## src/hw/rtl/timed_wait_queue_assert.svh

```systemverilog
// Assertion macros for the timed wait queue
`ifndef TIMED_WAIT_QUEUE_ASSERT_SVH
`define TIMED_WAIT_QUEUE_ASSERT_SVH
`ifndef SYNTHESIS
`define TWQ_ASSERT_IMPLIES(lbl, pre, post, msg) \
    lbl: assert property (@(posedge clk) disable iff (!rst_n) (pre) |-> (post)) \
        else $error(msg);
`define TWQ_ASSERT_NEXT(lbl, pre, post, msg) \
    lbl: assert property (@(posedge clk) disable iff (!rst_n) (pre) |=> (post)) \
        else $error(msg);
`else
`define TWQ_ASSERT_IMPLIES(lbl, pre, post, msg)
`define TWQ_ASSERT_NEXT(lbl, pre, post, msg)
`endif
`endif

```

## src/hw/rtl/twq_pkg.sv

```systemverilog
// Types and codes shared by the timed wait queue modules
package twq_pkg;

    localparam logic [1:0] KIND_WAIT   = 2'd0;
    localparam logic [1:0] KIND_SIGNAL = 2'd1;
    localparam logic [1:0] KIND_TICK   = 2'd2;

    localparam logic [2:0] EV_ENQUEUED  = 3'd0;
    localparam logic [2:0] EV_FULL      = 3'd1;
    localparam logic [2:0] EV_SIGNALLED = 3'd2;
    localparam logic [2:0] EV_TIMED_OUT = 3'd3;
    localparam logic [2:0] EV_NO_WAITER = 3'd4;

    // most timeouts released by one tick
    localparam int MAX_RESULTS = 16;

    typedef struct packed {
        logic [7:0]  id;
        logic [15:0] ticks;
    } entry_t;

    typedef struct packed {
        logic shift;
        logic load;
    } cell_ctl_t;

endpackage

```

## src/hw/rtl/twq_cell.sv

```systemverilog
// One queue slot: loads a broadcast entry or takes its upper neighbor on a shift
module twq_cell
(
    input  logic               clk,
    input  twq_pkg::cell_ctl_t ctl,
    input  twq_pkg::entry_t    load_data,
    input  twq_pkg::entry_t    nb,
    output twq_pkg::entry_t    ent
);

    twq_pkg::entry_t ent_reg;
    twq_pkg::entry_t ent_next;

    always_comb
    begin
        ent_next = ent_reg;
        if (ctl.load)
        begin
            ent_next = load_data;
        end
        else if (ctl.shift)
        begin
            ent_next = nb;
        end
    end

    always_ff @(posedge clk)
    begin
        ent_reg <= ent_next;
    end

    assign ent = ent_reg;

endmodule

```

## src/hw/rtl/timed_wait_queue.sv

```systemverilog
// Timed wait queue: top level with sequencer and chain of queue cells
// Wait and signal requests: accepted in IDLE, result registered from the WAIT or SIG state.
// Tick requests: TICK walks each queued waiter past the chain head in turn, then FLUSH
//   emits the last pending timeout, if any; emitting steps wait while the result port stalls.
// One request at a time; a result waiting at the output stalls only the step that emits.
// Reset (rst_n low, async): queue empty, no result pending; slot contents are not cleared.
module timed_wait_queue
#(
    parameter int QUEUE_DEPTH = 16
)
(
    input  logic       clk,
    input  logic       rst_n,
    input  logic       req_valid,
    output logic       req_stall,
    input  logic [1:0] kind,
    input  logic [7:0] process_id,
    input  logic [15:0] timeout,
    output logic       res_valid,
    input  logic       res_stall,
    output logic [2:0] event_res,
    output logic [7:0] released_id,
    output logic [4:0] waiting_count,
    output logic       last
);

    `include "timed_wait_queue_assert.svh"

    localparam int CW = $clog2(QUEUE_DEPTH + 1);

    typedef enum logic [4:0] {
        ST_IDLE  = 5'b00001,
        ST_WAIT  = 5'b00010,
        ST_SIG   = 5'b00100,
        ST_TICK  = 5'b01000,
        ST_FLUSH = 5'b10000
    } state_t;

    state_t state_reg, state_next;
    logic [7:0]  pid_reg, pid_next;
    logic [15:0] tmo_reg, tmo_next;
    logic [CW-1:0] count_reg, count_next;
    logic [CW-1:0] step_reg, step_next;
    logic [CW-1:0] rm_reg, rm_next;
    logic          pend_valid_reg, pend_valid_next;
    logic [7:0]    pend_id_reg, pend_id_next;
    logic [CW-1:0] pend_cnt_reg, pend_cnt_next;
    logic          out_valid_reg, out_valid_next;
    logic [2:0]    out_ev_reg, out_ev_next;
    logic [7:0]    out_id_reg, out_id_next;
    logic [4:0]    out_cnt_reg, out_cnt_next;
    logic          out_last_reg, out_last_next;

    twq_pkg::entry_t    ent [QUEUE_DEPTH];
    twq_pkg::cell_ctl_t ctl [QUEUE_DEPTH];
    twq_pkg::entry_t    load_data;
    twq_pkg::entry_t    head;
    twq_pkg::entry_t    kept;

    logic          out_busy;
    logic          in_accept;
    logic          pass_active;
    logic          release_now;
    logic          step_go;
    logic          wait_go;
    logic          sig_go;
    logic          full;
    logic [CW-1:0] wp;

    assign head        = ent[0];
    assign out_busy    = out_valid_reg & res_stall;
    assign req_stall   = (state_reg != ST_IDLE);
    assign in_accept   = req_valid & ~req_stall;
    assign full        = (count_reg >= CW'(QUEUE_DEPTH));
    assign wait_go     = (state_reg == ST_WAIT) & ~out_busy;
    assign sig_go      = (state_reg == ST_SIG) & ~out_busy;
    assign pass_active = (state_reg == ST_TICK) & (step_reg != count_reg);
    assign release_now = pass_active & (head.ticks == 16'd1)
                       & (32'(rm_reg) < twq_pkg::MAX_RESULTS);
    assign step_go     = pass_active & ~(release_now & pend_valid_reg & out_busy);
    assign wp          = count_reg - CW'(1) - rm_reg;

    always_comb
    begin
        kept       = head;
        kept.ticks = (head.ticks > 16'd1) ? head.ticks - 16'd1 : head.ticks;
        if (state_reg == ST_WAIT)
        begin
            load_data.id    = pid_reg;
            load_data.ticks = tmo_reg;
        end
        else
        begin
            load_data = kept;
        end
    end

    for (genvar i = 0; i < QUEUE_DEPTH; i++)
    begin : g_cell
        always_comb
        begin
            ctl[i].shift = (sig_go & (count_reg != '0)) | step_go;
            ctl[i].load  = (wait_go & ~full & (count_reg == CW'(i)))
                         | (step_go & ~release_now & (wp == CW'(i)));
        end

        if (i == QUEUE_DEPTH - 1)
        begin : g_tail
            twq_cell u_cell
            (
                .clk       (clk),
                .ctl       (ctl[i]),
                .load_data (load_data),
                .nb        (ent[i]),
                .ent       (ent[i])
            );
        end
        else
        begin : g_body
            twq_cell u_cell
            (
                .clk       (clk),
                .ctl       (ctl[i]),
                .load_data (load_data),
                .nb        (ent[i+1]),
                .ent       (ent[i])
            );
        end
    end

    always_comb
    begin
        state_next      = state_reg;
        pid_next        = pid_reg;
        tmo_next        = tmo_reg;
        count_next      = count_reg;
        step_next       = step_reg;
        rm_next         = rm_reg;
        pend_valid_next = pend_valid_reg;
        pend_id_next    = pend_id_reg;
        pend_cnt_next   = pend_cnt_reg;
        out_valid_next  = out_valid_reg & res_stall;
        out_ev_next     = out_ev_reg;
        out_id_next     = out_id_reg;
        out_cnt_next    = out_cnt_reg;
        out_last_next   = out_last_reg;

        case (state_reg)
            ST_IDLE:
            begin
                if (in_accept)
                begin
                    pid_next  = process_id;
                    tmo_next  = timeout;
                    step_next = '0;
                    rm_next   = '0;
                    case (kind)
                        twq_pkg::KIND_WAIT:   state_next = ST_WAIT;
                        twq_pkg::KIND_SIGNAL: state_next = ST_SIG;
                        twq_pkg::KIND_TICK:   state_next = ST_TICK;
                        default:              state_next = ST_IDLE;
                    endcase
                end
            end
            ST_WAIT:
            begin
                if (wait_go)
                begin
                    out_valid_next = 1'b1;
                    out_last_next  = 1'b1;
                    if (full)
                    begin
                        out_ev_next  = twq_pkg::EV_FULL;
                        out_id_next  = 8'd0;
                        out_cnt_next = 5'(count_reg);
                    end
                    else
                    begin
                        count_next   = count_reg + CW'(1);
                        out_ev_next  = twq_pkg::EV_ENQUEUED;
                        out_id_next  = pid_reg;
                        out_cnt_next = 5'(count_reg + CW'(1));
                    end
                    state_next = ST_IDLE;
                end
            end
            ST_SIG:
            begin
                if (sig_go)
                begin
                    out_valid_next = 1'b1;
                    out_last_next  = 1'b1;
                    if (count_reg == '0)
                    begin
                        out_ev_next  = twq_pkg::EV_NO_WAITER;
                        out_id_next  = 8'd0;
                        out_cnt_next = 5'(count_reg);
                    end
                    else
                    begin
                        count_next   = count_reg - CW'(1);
                        out_ev_next  = twq_pkg::EV_SIGNALLED;
                        out_id_next  = head.id;
                        out_cnt_next = 5'(count_reg - CW'(1));
                    end
                    state_next = ST_IDLE;
                end
            end
            ST_TICK:
            begin
                if (!pass_active)
                begin
                    count_next = count_reg - rm_reg;
                    state_next = ST_FLUSH;
                end
                else if (step_go)
                begin
                    step_next = step_reg + CW'(1);
                    if (release_now)
                    begin
                        rm_next = rm_reg + CW'(1);
                        if (pend_valid_reg)
                        begin
                            out_valid_next = 1'b1;
                            out_ev_next    = twq_pkg::EV_TIMED_OUT;
                            out_id_next    = pend_id_reg;
                            out_cnt_next   = 5'(pend_cnt_reg);
                            out_last_next  = 1'b0;
                        end
                        pend_valid_next = 1'b1;
                        pend_id_next    = head.id;
                        pend_cnt_next   = wp;
                    end
                end
            end
            ST_FLUSH:
            begin
                if (!pend_valid_reg)
                begin
                    state_next = ST_IDLE;
                end
                else if (!out_busy)
                begin
                    out_valid_next  = 1'b1;
                    out_ev_next     = twq_pkg::EV_TIMED_OUT;
                    out_id_next     = pend_id_reg;
                    out_cnt_next    = 5'(pend_cnt_reg);
                    out_last_next   = 1'b1;
                    pend_valid_next = 1'b0;
                    state_next      = ST_IDLE;
                end
            end
            default:
            begin
                state_next = ST_IDLE;
            end
        endcase
    end

    always_ff @(posedge clk or negedge rst_n)
    begin
        if (!rst_n)
        begin
            state_reg      <= ST_IDLE;
            count_reg      <= '0;
            step_reg       <= '0;
            rm_reg         <= '0;
            pend_valid_reg <= 1'b0;
            out_valid_reg  <= 1'b0;
        end
        else
        begin
            state_reg      <= state_next;
            count_reg      <= count_next;
            step_reg       <= step_next;
            rm_reg         <= rm_next;
            pend_valid_reg <= pend_valid_next;
            out_valid_reg  <= out_valid_next;
        end
    end

    always_ff @(posedge clk)
    begin
        pid_reg      <= pid_next;
        tmo_reg      <= tmo_next;
        pend_id_reg  <= pend_id_next;
        pend_cnt_reg <= pend_cnt_next;
        out_ev_reg   <= out_ev_next;
        out_id_reg   <= out_id_next;
        out_cnt_reg  <= out_cnt_next;
        out_last_reg <= out_last_next;
    end

    assign res_valid     = out_valid_reg;
    assign event_res     = out_ev_reg;
    assign released_id   = out_id_reg;
    assign waiting_count = out_cnt_reg;
    assign last          = out_last_reg;

    `TWQ_ASSERT_IMPLIES(a_count_bound, 1'b1, count_reg <= CW'(QUEUE_DEPTH),
        "waiter count exceeds queue depth")
    `TWQ_ASSERT_IMPLIES(a_step_bound, state_reg == ST_TICK, step_reg <= count_reg,
        "tick pass ran past the queue tail")
    `TWQ_ASSERT_IMPLIES(a_rm_bound, state_reg == ST_TICK, rm_reg <= step_reg,
        "more releases than visited waiters")
    `TWQ_ASSERT_IMPLIES(a_pend_scope, pend_valid_reg,
        state_reg == ST_TICK || state_reg == ST_FLUSH,
        "pending timeout result outside a tick pass")
    `TWQ_ASSERT_NEXT(a_flush_done, state_reg == ST_FLUSH && !out_busy,
        state_reg == ST_IDLE && !pend_valid_reg,
        "tick pass did not finish after flush")

endmodule

```

## config.mk

```make
export PLATFORM = sky130hd
export DESIGN_NAME = timed_wait_queue
export DESIGN_NICKNAME = d
export VERILOG_FILES = /design/src/hw/rtl/twq_pkg.sv /design/src/hw/rtl/twq_cell.sv /design/src/hw/rtl/timed_wait_queue.sv
export VERILOG_INCLUDE_DIRS = /design/src /design/src/hw/rtl
export SDC_FILE = /design/constraint.sdc
export NUM_CORES = 1
export LEC_CHECK = 0
export BUFFER_PORTS_ARGS = -buffer_cell sky130_fd_sc_hd__buf_2
export CAP_MARGIN = 20
export CELL_PAD_IN_SITES_DETAIL_PLACEMENT = 2
export CELL_PAD_IN_SITES_GLOBAL_PLACEMENT = 2
export CORE_MARGIN = 4
export CORE_UTILIZATION = 35
export CTS_CLUSTER_SIZE = 20
export DETAILED_ROUTE_END_ITERATION = 12
export GPL_TIMING_DRIVEN = 0
export PLACE_DENSITY = 0.71
export SETUP_SLACK_MARGIN = 0.4
export SYNTH_ARGS = -nofsm -noshare
export SYNTH_HDL_FRONTEND = slang
export SYNTH_HIERARCHICAL = 1
export SYNTH_SLANG_ARGS = --single-unit
```

## constraint.sdc

```tcl
create_clock -name clk -period 5.4 [get_ports clk]
set_input_delay 0.27 -clock clk [delete_from_list [all_inputs] [get_ports clk]]
set_output_delay 0.27 -clock clk [all_outputs]
set_load 0.05 [all_outputs]
```

# ---- Word-level counts from Yosys, hierarchy flattened
# Cells that the tools add are included.
dict set report op_classes {
  add_sub_neg 7
  magnitude_cmp 3
  eq_ne 51
  mux 105
  n_bitwise 67
  reduce_logical 31
}
# cell n
set op_table {}
lappend op_table {{two-way mux 24 bit} 31}
lappend op_table {{two-way mux 5 bit} 23}
lappend op_table {{== test 5 x 4 -> 1 bit (second input constant)} 17}
lappend op_table {{two-way mux 8 bit} 10}
lappend op_table {{AND 1 bit} 45}
lappend op_table {{== test 5 x 3 -> 1 bit (second input constant)} 9}
lappend op_table {{nonzero test 2 bit} 17}
lappend op_table {{one-hot mux 8 bit (4 select lines)} 1}
lappend op_table {{two-way mux 3 bit} 9}
lappend op_table {{== test 5 x 2 -> 1 bit (second input constant)} 5}
lappend op_table {{one-hot mux 5 bit (5 select lines)} 1}
lappend op_table {{two-way mux 1 bit} 20}
lappend op_table {{inequality test 2 bit (second input constant)} 10}
lappend op_table {{one-hot mux 5 bit (2 select lines)} 2}
lappend op_table {{one-hot mux 5 bit (4 select lines)} 1}
lappend op_table {{OR 1 bit} 17}
lappend op_table {{== test 16 x 1 -> 1 bit (second input constant)} 1}
lappend op_table {{greater-than comparator 16 x 1 -> 1 bit (second input constant)} 1}
lappend op_table {{two-way mux 16 bit} 1}
lappend op_table {{AND reduction 4 bit} 4}
lappend op_table {{subtractor 16 x 1 -> 16 bit (second input constant)} 1}
lappend op_table {{adder 5 x 1 -> 5 bit (second input constant)} 3}
lappend op_table {{== test 5 x 1 -> 1 bit (second input constant)} 3}
lappend op_table {{one-hot mux 5 bit (3 select lines)} 1}
lappend op_table {{other kinds (23)} 31}
dict set report word_totals {
  register_bits 460
  inputBits 30
  word_cells 310
}

# ---- Logic depth before layout (Yosys ltp)
# Gate-level depths: netlist of run 1.
dict set report depth {
  ltp_word 12
  ltp_mapped 13
  ltp_nobuf 10
}

# ---- By module
# Netlist of run 1, hierarchy kept.
# module instances cells_each area_per_inst_um2 seq_area_each_um2
set modules_own_cells {}
lappend modules_own_cells {twq_cell 16 52 1119.8 720.7}
lappend modules_own_cells {timed_wait_queue 1 472 4730.8 2173.3}

# ---- Worst setup path before layout of run 1
# Ideal clock, no wire load.
dict set report synth_path {
  path_type {reg-to-reg}
  start {register count_reg[0]}
  end {register g_cell[1].g_body.u_cell.ent_reg, in the netlist g_cell[1].g_body.u_cell/ent[0], enable pin}
  arrival_ns 3.604
  required_time_ns 5.018
  setup_slack_ns 1.414
  path_stages_with_launch 14
  n_path_buf 3
  synth_period_minus_slack_ns 3.986
  cell_sequence {dfrtp_1 -> clkbuf_1 -> inv_1 -> ha_1 -> xor2_1 -> ha_1 -> nor2_1 -> a21oi_1 -> xor2_1 -> or4_1 -> o31ai_1 -> buf_6 -> buf_12 -> or2_1}
}
# item line
set synth_lines {}
lappend synth_lines {{from (decl)} timed_wait_queue.sv:42} ;# logic [CW-1:0] count_reg, count_next;
lappend synth_lines {{from (signal assigned)} timed_wait_queue.sv:274} ;# count_reg <= count_next;
lappend synth_lines {{to (signal assigned)} twq_cell.sv:29} ;# ent_reg <= ent_next;
lappend synth_lines {{to (decl)} twq_cell.sv:11} ;# twq_pkg::entry_t ent_reg;

==> summary.md, run 1 <==
| Metric | Value |
|---|---|
| Status | finished clean |
| Clock Path Buffers | 3 |
| Vias after detailed routing | 11600 |
| Reg2reg start | count_reg[0]$_DFFE_PN0P_ |
| Kind of critical path | reg -> reg |
| Vias in the first global route | 13300 |
| Final Max Tran Viols | 0 |
| Final setup viols | 0 |
| Largest net degree at the start of global routing | 25 |
| Syn. warnings | 6 |
| Synth Area in Compound Gates | 3.30% |
| Die width | 262 um |
| Slew HR | 28.5% |
| Mean post-synth cell area | 17.4 um2 |
| Sequential fraction of the synthesis area | 60.5% |
| CTS tree | built |
| Placed cell area | 24100 um2 |
| Top_reg_cell synth | edfxtp_1 |
| PwrDens | 337 nW/um2 |
| DPL Wire Length | 36200 um |
| EDFF count, synth | 438 |
| Skew final | 0.0254 ns |
| Remaining DRCs | 0 |
| PortBufs | 48 |
| Die Y | 262 um |
| Worst-Margin Slew | 1.06 ns |
| Max reg flops | 360 |
| R2R depth | 13 |
| Hold path endpoint | pend_valid_reg$_DFFE_PN0P_ |
| Skew-Pair Late Insertion Delay | 0.61 ns |
| Mux cell area share after synthesis | 24.8% |
| Synthesized Nets | 1353 |
| Multi-input gate area | 8020 um2 |
| Leakage power | 9.22 nW |
| Final Wtd Congestion | 0.822 |
| Post-Synth XOR/XNOR Area | 1.16% |
| Synth-to-Final Area Change | 14.9% |
| 1st-pass router iterations | 5 |
| Combinational family with the most area after synthesis | multiplexers |
| Clock-pin slew on the worst setup and hold paths | 0.06 ns |
| RSZ-0062 raised after global routing | no |
| First-pass GRT wire length | 79600 um |
| H-tree Lvls | 2 |
| Synthesized instance count | 1304 |
| Fin crit period | 4.77 ns |
| # IOs | 49 |
| Simple-gate area share of the yosys netlist | 4.64% |
| Clk sinks | 460 |
| Proportion of layout cells with a drive suffix above 1 | 41.9% |
| WHS Path Cells | 3 |
| Row Count | 92 |
| Reg-to-Reg End | g_cell[12].g_body.u_cell/ent[21]$_DFFE_PP_ |
| R2R setup slack | 0.63 ns |
| Max Clock Freq | 0.210 GHz |
| WL/cell | 21.7 um |
| Worst hold slack | 0.0599 ns |
| Post-layout util | 41.0% |
| Congestion Overflow GR | 0 |
| Crit path required time | 5.63 ns |
| CP Launch Type | flip-flop |
| Iteration-0 DRC Markers | 674 |
| # diodes | 0 |
| Total power | 0.00877 W |
| Vias/cell | 4.97 |
| Routed WL | 50600 um |
| Max-cap violation count | 0 |
| Adder-Cell Fraction of Synth Area | 1.12% |
| Peak supply drop | 0.204 mV |
| Crit path max fanout | 24 |
| Tightest Hold Check Type | in -> reg |
| Count of cell types in the netlist | 71 |
| Cell area after synthesis | 22600 um2 |
| Sequential Area | 13700 um2 |
| Area of the core | 63500 um2 |
| Worst Path Arrival | 4.99 ns |
| Critical hold path startpoint | res_stall |
| Initial antenna violation count | 0 |
| Post-CTS Setup Bufs | 0 |
| Die Area | 68800 um2 |
| Antenna viol nets, final | 0 |
| CTS buffer count | 52 |
| # nets final | 1499 |
| Filler Cells Inserted | 6106 |
| Initial Util | 35.6% |
| Yosys reg bits | 460 |
| Tcrit/Tclk final | 88.3% |
| Clk root buf | clkbuf_16 |
| FFs w/ async S/R, synth | 4.78% |
| Fin. Hold Viols | 0 |
| Final Cell Area | 26000 um2 |
| GRT Total Usage | 14.5% |
| CP endpoint kind | flip-flop |
-- kinds of logic after synthesis --
kind of cell | after synthesis
DFF | 460
muxes | 398
adders and majority gates | 19
xor gates and xnor gates | 30
AOI/OAI and AO/OA | 106
buffers and inverters | 97
and+or+nand+nor | 194
-- cell usage after synthesis, drive strengths merged (7+ instances only) --
| cell | instances | area, um2 |
|---|---|---|
| a222oi | 9 | 90.1 |
| or3 | 8 | 55.1 |
| o21ai | 18 | 93.8 |
| or2 | 17 | 106 |
| xnor2 | 17 | 149 |
| clkbuf | 17 | 65.1 |
| o31ai | 9 | 67.6 |
| a21oi | 32 | 164 |
| dfrtp | 21 | 526 |
| mux2 | 396 | 5600 |
| ha | 17 | 213 |
| and3 | 7 | 43.8 |
| nand3 | 18 | 90.1 |
| buf | 53 | 843 |
| xor2 | 13 | 114 |
| inv | 27 | 101 |
| nor2 | 41 | 161 |
| nor3 | 18 | 100 |
| edfxtp | 438 | 13200 |
| nand2 | 44 | 173 |
-- layer usage --
layer	global-route usage (%)	vias to the layer above	part of all wire, %
met4	4.21	0	2.4
met5	0	-	0
met2	26.9	158	53
li1	-	5331	-
met1	17.3	6026	42
met3	2.26	69	2.8
-- worst max path at each step --
stage                        startpoint                                          to  slack, ns  cells after the start
3_5_place_dp   count_reg[0]$_DFFE_PN0P_   g_cell[14].g_body.u_cell/ent[8]$_DFFE_PP_      -0.02                     13
3_3_place_gp   count_reg[0]$_DFFE_PN0P_   g_cell[14].g_body.u_cell/ent[8]$_DFFE_PP_       0.11                     13
2_1_floorplan  count_reg[0]$_DFFE_PN0P_    g_cell[1].g_body.u_cell/ent[0]$_DFFE_PP_       1.41                     13
5_1_grt        count_reg[0]$_DFFE_PN0P_   g_cell[9].g_body.u_cell/ent[14]$_DFFE_PP_       0.40                     13
6_report       count_reg[0]$_DFFE_PN0P_  g_cell[12].g_body.u_cell/ent[21]$_DFFE_PP_       0.63                     13
4_1_cts        count_reg[0]$_DFFE_PN0P_  g_cell[14].g_body.u_cell/ent[15]$_DFFE_PP_       0.26                     13
-- worst max-delay path, cell delays in order (launching register included) --
cell,delay (ns)
dfrtp_1,0.44
clkbuf_1,0.43
inv_1,0.21
ha_1,0.38
xor2_1,0.28
ha_1,0.32
nor2b_1,0.15
o21a_1,0.17
o21ai_0,0.26
nand4b_1,0.26
o41ai_2,0.60
buf_6,0.24
buf_12,0.15
or2_2,0.48
-- what timing repair did --
item,CTS,global route
endpoints found under the hold margin,49,0
endpoints found under the setup margin,225,355
hold buffers,28,0
resized for setup,12,16
-- cell usage in the layout (no fill, tap or decap), types with 28 or more instances in the layout --
master,instances
mux2_2,92
nand2_1,43
clkbuf_16,52
buf_12,32
buf_2,51
dlygate4sd3_1,28
nor2_1,40
edfxtp_1,438
mux2_4,304
clkbuf_1,30
-- metrics by stage --
stage / TNS [ns] / setup WS [ns] / cells
final: 0 / 0.632 / 2332
after global routing: 0 / 0.404 / 2332
after CTS: 0 / 0.255 / 2330
after detailed placement: -0.502 / -0.0237 / 2212
after global placement: 0 / 0.114 / 2198
after floorplan: 0 / 1.41 / 1304
-- final cells by class --
| class | count | area share [%] |
|---|---|---|
| Buffer | 70 | 3.49 |
| Clock buffer | 66 | 5.20 |
| Clock inverter | 24 | 0.716 |
| Inverter | 27 | 0.389 |
| Multi-Input combinational cell | 747 | 30.8 |
| Sequential cell | 460 | 52.7 |
| Tap cell | 846 | 4.07 |
| Timing Repair Buffer | 92 | 2.66 |
-- where the power goes --
group | switching, W | total, W | internal (W)
Clock | 0.00143 | 0.00325 | 0.00182
Sequential | 0.0000857 | 0.00423 | 0.00414
Combinational | 0.000828 | 0.00129 | 0.000462
Note: power is estimated with default switching activity, not from simulation.
==> run 2: changes to the inputs <==
==> constraint.sdc (replaced) <==
create_clock -name clk -period 5.4 [get_ports clk]
set_input_delay 0.54 -clock clk [delete_from_list [all_inputs] [get_ports clk]]
set_output_delay 0.54 -clock clk [all_outputs]
set_load 0.05 [all_outputs]
==> run 2 against run 1 <==
Flip-flop and latch count is the same. Sequential power barely moved. Global-route usage shrank 0.16 points. Total power decreased by 0.14%. Critical endpoint is now g_cell[10].g_body.u_cell/ent[14]$_DFFE_PP_. Highest routed layer unchanged.
==> summary.md, run 2 (synthesis gave the netlist of run 1 again) <==
| Metric | Value |
|---|---|
| Status | finished clean (unchanged) |
| Initial Util | 35.6% (unchanged) |
| Post-Place Cells | 2212 (unchanged) |
| Final Max Tran Viols | 0 (unchanged) |
| Clk sinks | 460 (unchanged) |
| RSZ-0062 raised after global routing | no (unchanged) |
| Synth-to-Final Area Change | 13.7% (was 14.9%) |
| # diodes | 0 (unchanged) |
| CP Launch Type | flip-flop (unchanged) |
| CP Cell Sequence | clkbuf_1, inv_1, ha_1, xor2_1, ha_1, nor2_1, a21oi_1, xor2_1, nand4_1, o41ai_2, buf_6, buf_12, or2_2 (was clkbuf_1, inv_1, ha_1, xor2_1, ha_1, nor2b_1, o21a_1, o21ai_0, nand4b_1, o41ai_2, buf_6, buf_12, or2_2) |
| Die Y | 262 um (unchanged) |
| WL/cell | 21.7 um (about the same) |
| H-tree Lvls | 2 (unchanged) |
| Final Wtd Congestion | 0.822 (unchanged) |
| Remaining DRCs | 0 (unchanged) |
| Largest net degree at the start of global routing | 25 (unchanged) |
| PwrDens | 340 nW/um2 (was 337 nW/um2) |
| Max reg flops | 360 (unchanged) |
| Max Clock Freq | 0.210 GHz (about the same) |
| Fin. Hold Viols | 0 (unchanged) |
| Kind of critical path | reg -> reg (unchanged) |
| Final setup viols | 0 (unchanged) |
| First-pass GRT wire length | 78800 um (was 79600 um) |
| CTS buffer count | 52 (unchanged) |
| Row Count | 92 (unchanged) |
| CP endpoint kind | flip-flop (unchanged) |
| Worst path max stage delay | 0.51 ns (was 0.60 ns) |
| PortBufs | 48 (unchanged) |
| Antenna viol nets, final | 0 (unchanged) |
| Crit path max fanout | 24 (unchanged) |
| Congestion Overflow GR | 0 (unchanged) |
| Dpl ws | -0.0237 ns (unchanged) |
| Fin crit period | 4.75 ns (was 4.77 ns) |
| Initial antenna violation count | 0 (unchanged) |
| Clk root buf | clkbuf_16 (unchanged) |
| Clock Path Buffers | 3 (unchanged) |
| Slew HR | 29.1% (was 28.5%) |
| Worst-Margin Slew | 1.06 ns (about the same) |
| Vias/cell | 4.99 (was 4.97) |
| # nets final | 1473 (was 1499) |
| Post-CTS Setup Bufs | 0 (unchanged) |
| Skew-Pair Late Insertion Delay | 0.61 ns (about the same) |
| Crit path required time | 5.62 ns (was 5.63 ns) |
| # IOs | 49 (unchanged) |
| Proportion of layout cells with a drive suffix above 1 | 42.7% (was 41.9%) |
| Iteration-0 DRC Markers | 650 (was 674) |
| 1st-pass router iterations | 5 (unchanged) |
| Clock-pin slew on the worst setup and hold paths | 0.06 ns (about the same) |
| Critical path buffer and inverter count | 4 (unchanged) |
| GRT Total Usage | 14.3% (was 14.5%) |
| Vias in the first global route | 13200 (was 13300) |
| Crit-path leading delay family | buffers and inverters (unchanged) |
| Most common cell after layout, fill and taps aside | edfxtp_1 (unchanged) |
| Worst Path Arrival | 4.97 ns (was 4.99 ns) |
| Multi-input gate area | 8020 um2 (unchanged) |
| Area of the core | 63500 um2 (unchanged) |
| Die width | 262 um (unchanged) |
| Skew final | 0.0248 ns (was 0.0254 ns) |
| Routed WL | 50100 um (was 50600 um) |
| Final Non-Filler Cells | 2306 (was 2332) |
| CTS tree | built (unchanged) |
| DPL Wire Length | 36200 um (unchanged) |
| Final setup margin | 0.648 ns (was 0.632 ns) |
| Peak supply drop | 0.204 mV (about the same) |
| Die Area | 68800 um2 (unchanged) |
| Commonest cells after routing, fill and taps aside | edfxtp_1, mux2_4, mux2_2 (unchanged) |
| Sequential Area | 13700 um2 (unchanged) |
| Max-cap violation count | 0 (unchanged) |
| Tcrit/Tclk final | 88.0% (was 88.3%) |
| Filler Cells Inserted | 6131 (was 6106) |
| Tightest Hold Check Type | in -> reg (unchanged) |
| Vias after detailed routing | 11500 (was 11600) |
| Leakage power | 9.11 nW (was 9.22 nW) |
| Slowest CP cell | or2_2 (was o41ai_2) |
## run 2: report_power, final
| group | switching, W | internal (W) |
|---|---|---|
| Combinational | 0.000828 | 0.000454 |
| Sequential | 0.0000841 | 0.00414 |
| Clock | 0.00143 | 0.00182 |
## run 2: final timing paths
kind                                                      startpoint                                    endpoint  slack, ns  depth (start not counted)
max                                         count_reg[0]$_DFFE_PN0P_  g_cell[10].g_body.u_cell/ent[14]$_DFFE_PP_       0.65                         13
min                                                    process_id[7]                        pid_reg[7]$_DFFE_PP_       0.11                          1
max reg2reg                                 count_reg[0]$_DFFE_PN0P_  g_cell[10].g_body.u_cell/ent[14]$_DFFE_PP_       0.65                         13
min reg2reg                g_cell[0].g_body.u_cell/ent[20]$_DFFE_PP_                    pend_id_reg[4]$_DFFE_PP_       0.47                          0
max in group asynchronous                                      rst_n                       rm_reg[4]$_DFFE_PN0P_       4.53                          2
min in group asynchronous                                      rst_n                    count_reg[1]$_DFFE_PN0P_       0.47                          2
## run 2: routing by layer
| layer | part of all wire (%) | GRT usage [%] |
|---|---|---|
| met5 | 0 | 0 |
| met3 | 2.7 | 2.21 |
| met1 | 42 | 17.2 |
| met2 | 53 | 26.5 |
| met4 | 2.6 | 4.24 |
## run 2: final cells by class
cell class | count | area share [%]
Tap cell | 846 | 4.11
Sequential cell | 460 | 53.2
Clock buffer | 66 | 5.26
Buffer | 70 | 3.53
Inverter | 27 | 0.393
Timing Repair Buffer | 66 | 1.67
Multi-Input combinational cell | 747 | 31.1
Clock inverter | 24 | 0.724
## run 2: per-stage QoR
step	TNS, ns	hold slack (ns)	instance area, um2	utilization, %	total power (W)
2_1_floorplan	0	0.244	22600	-	0.00513
3_5_place_dp	-0.502	0.471	24100	37.9	0.00555
4_1_cts	0	0.0727	25700	40.4	0.00888
6_report	0	0.113	25800	40.5	0.00876
3_3_place_gp	0	0.461	23900	37.7	0.00544
5_1_grt	0	0.0823	25800	40.5	0.00916
## run 2: timing repair
action                                 in CTS  in global routing
resized for setup                          12                 16
setup endpoints to repair                 225                355
hold buffers                                1                  0
endpoints found under the hold margin      21                  0
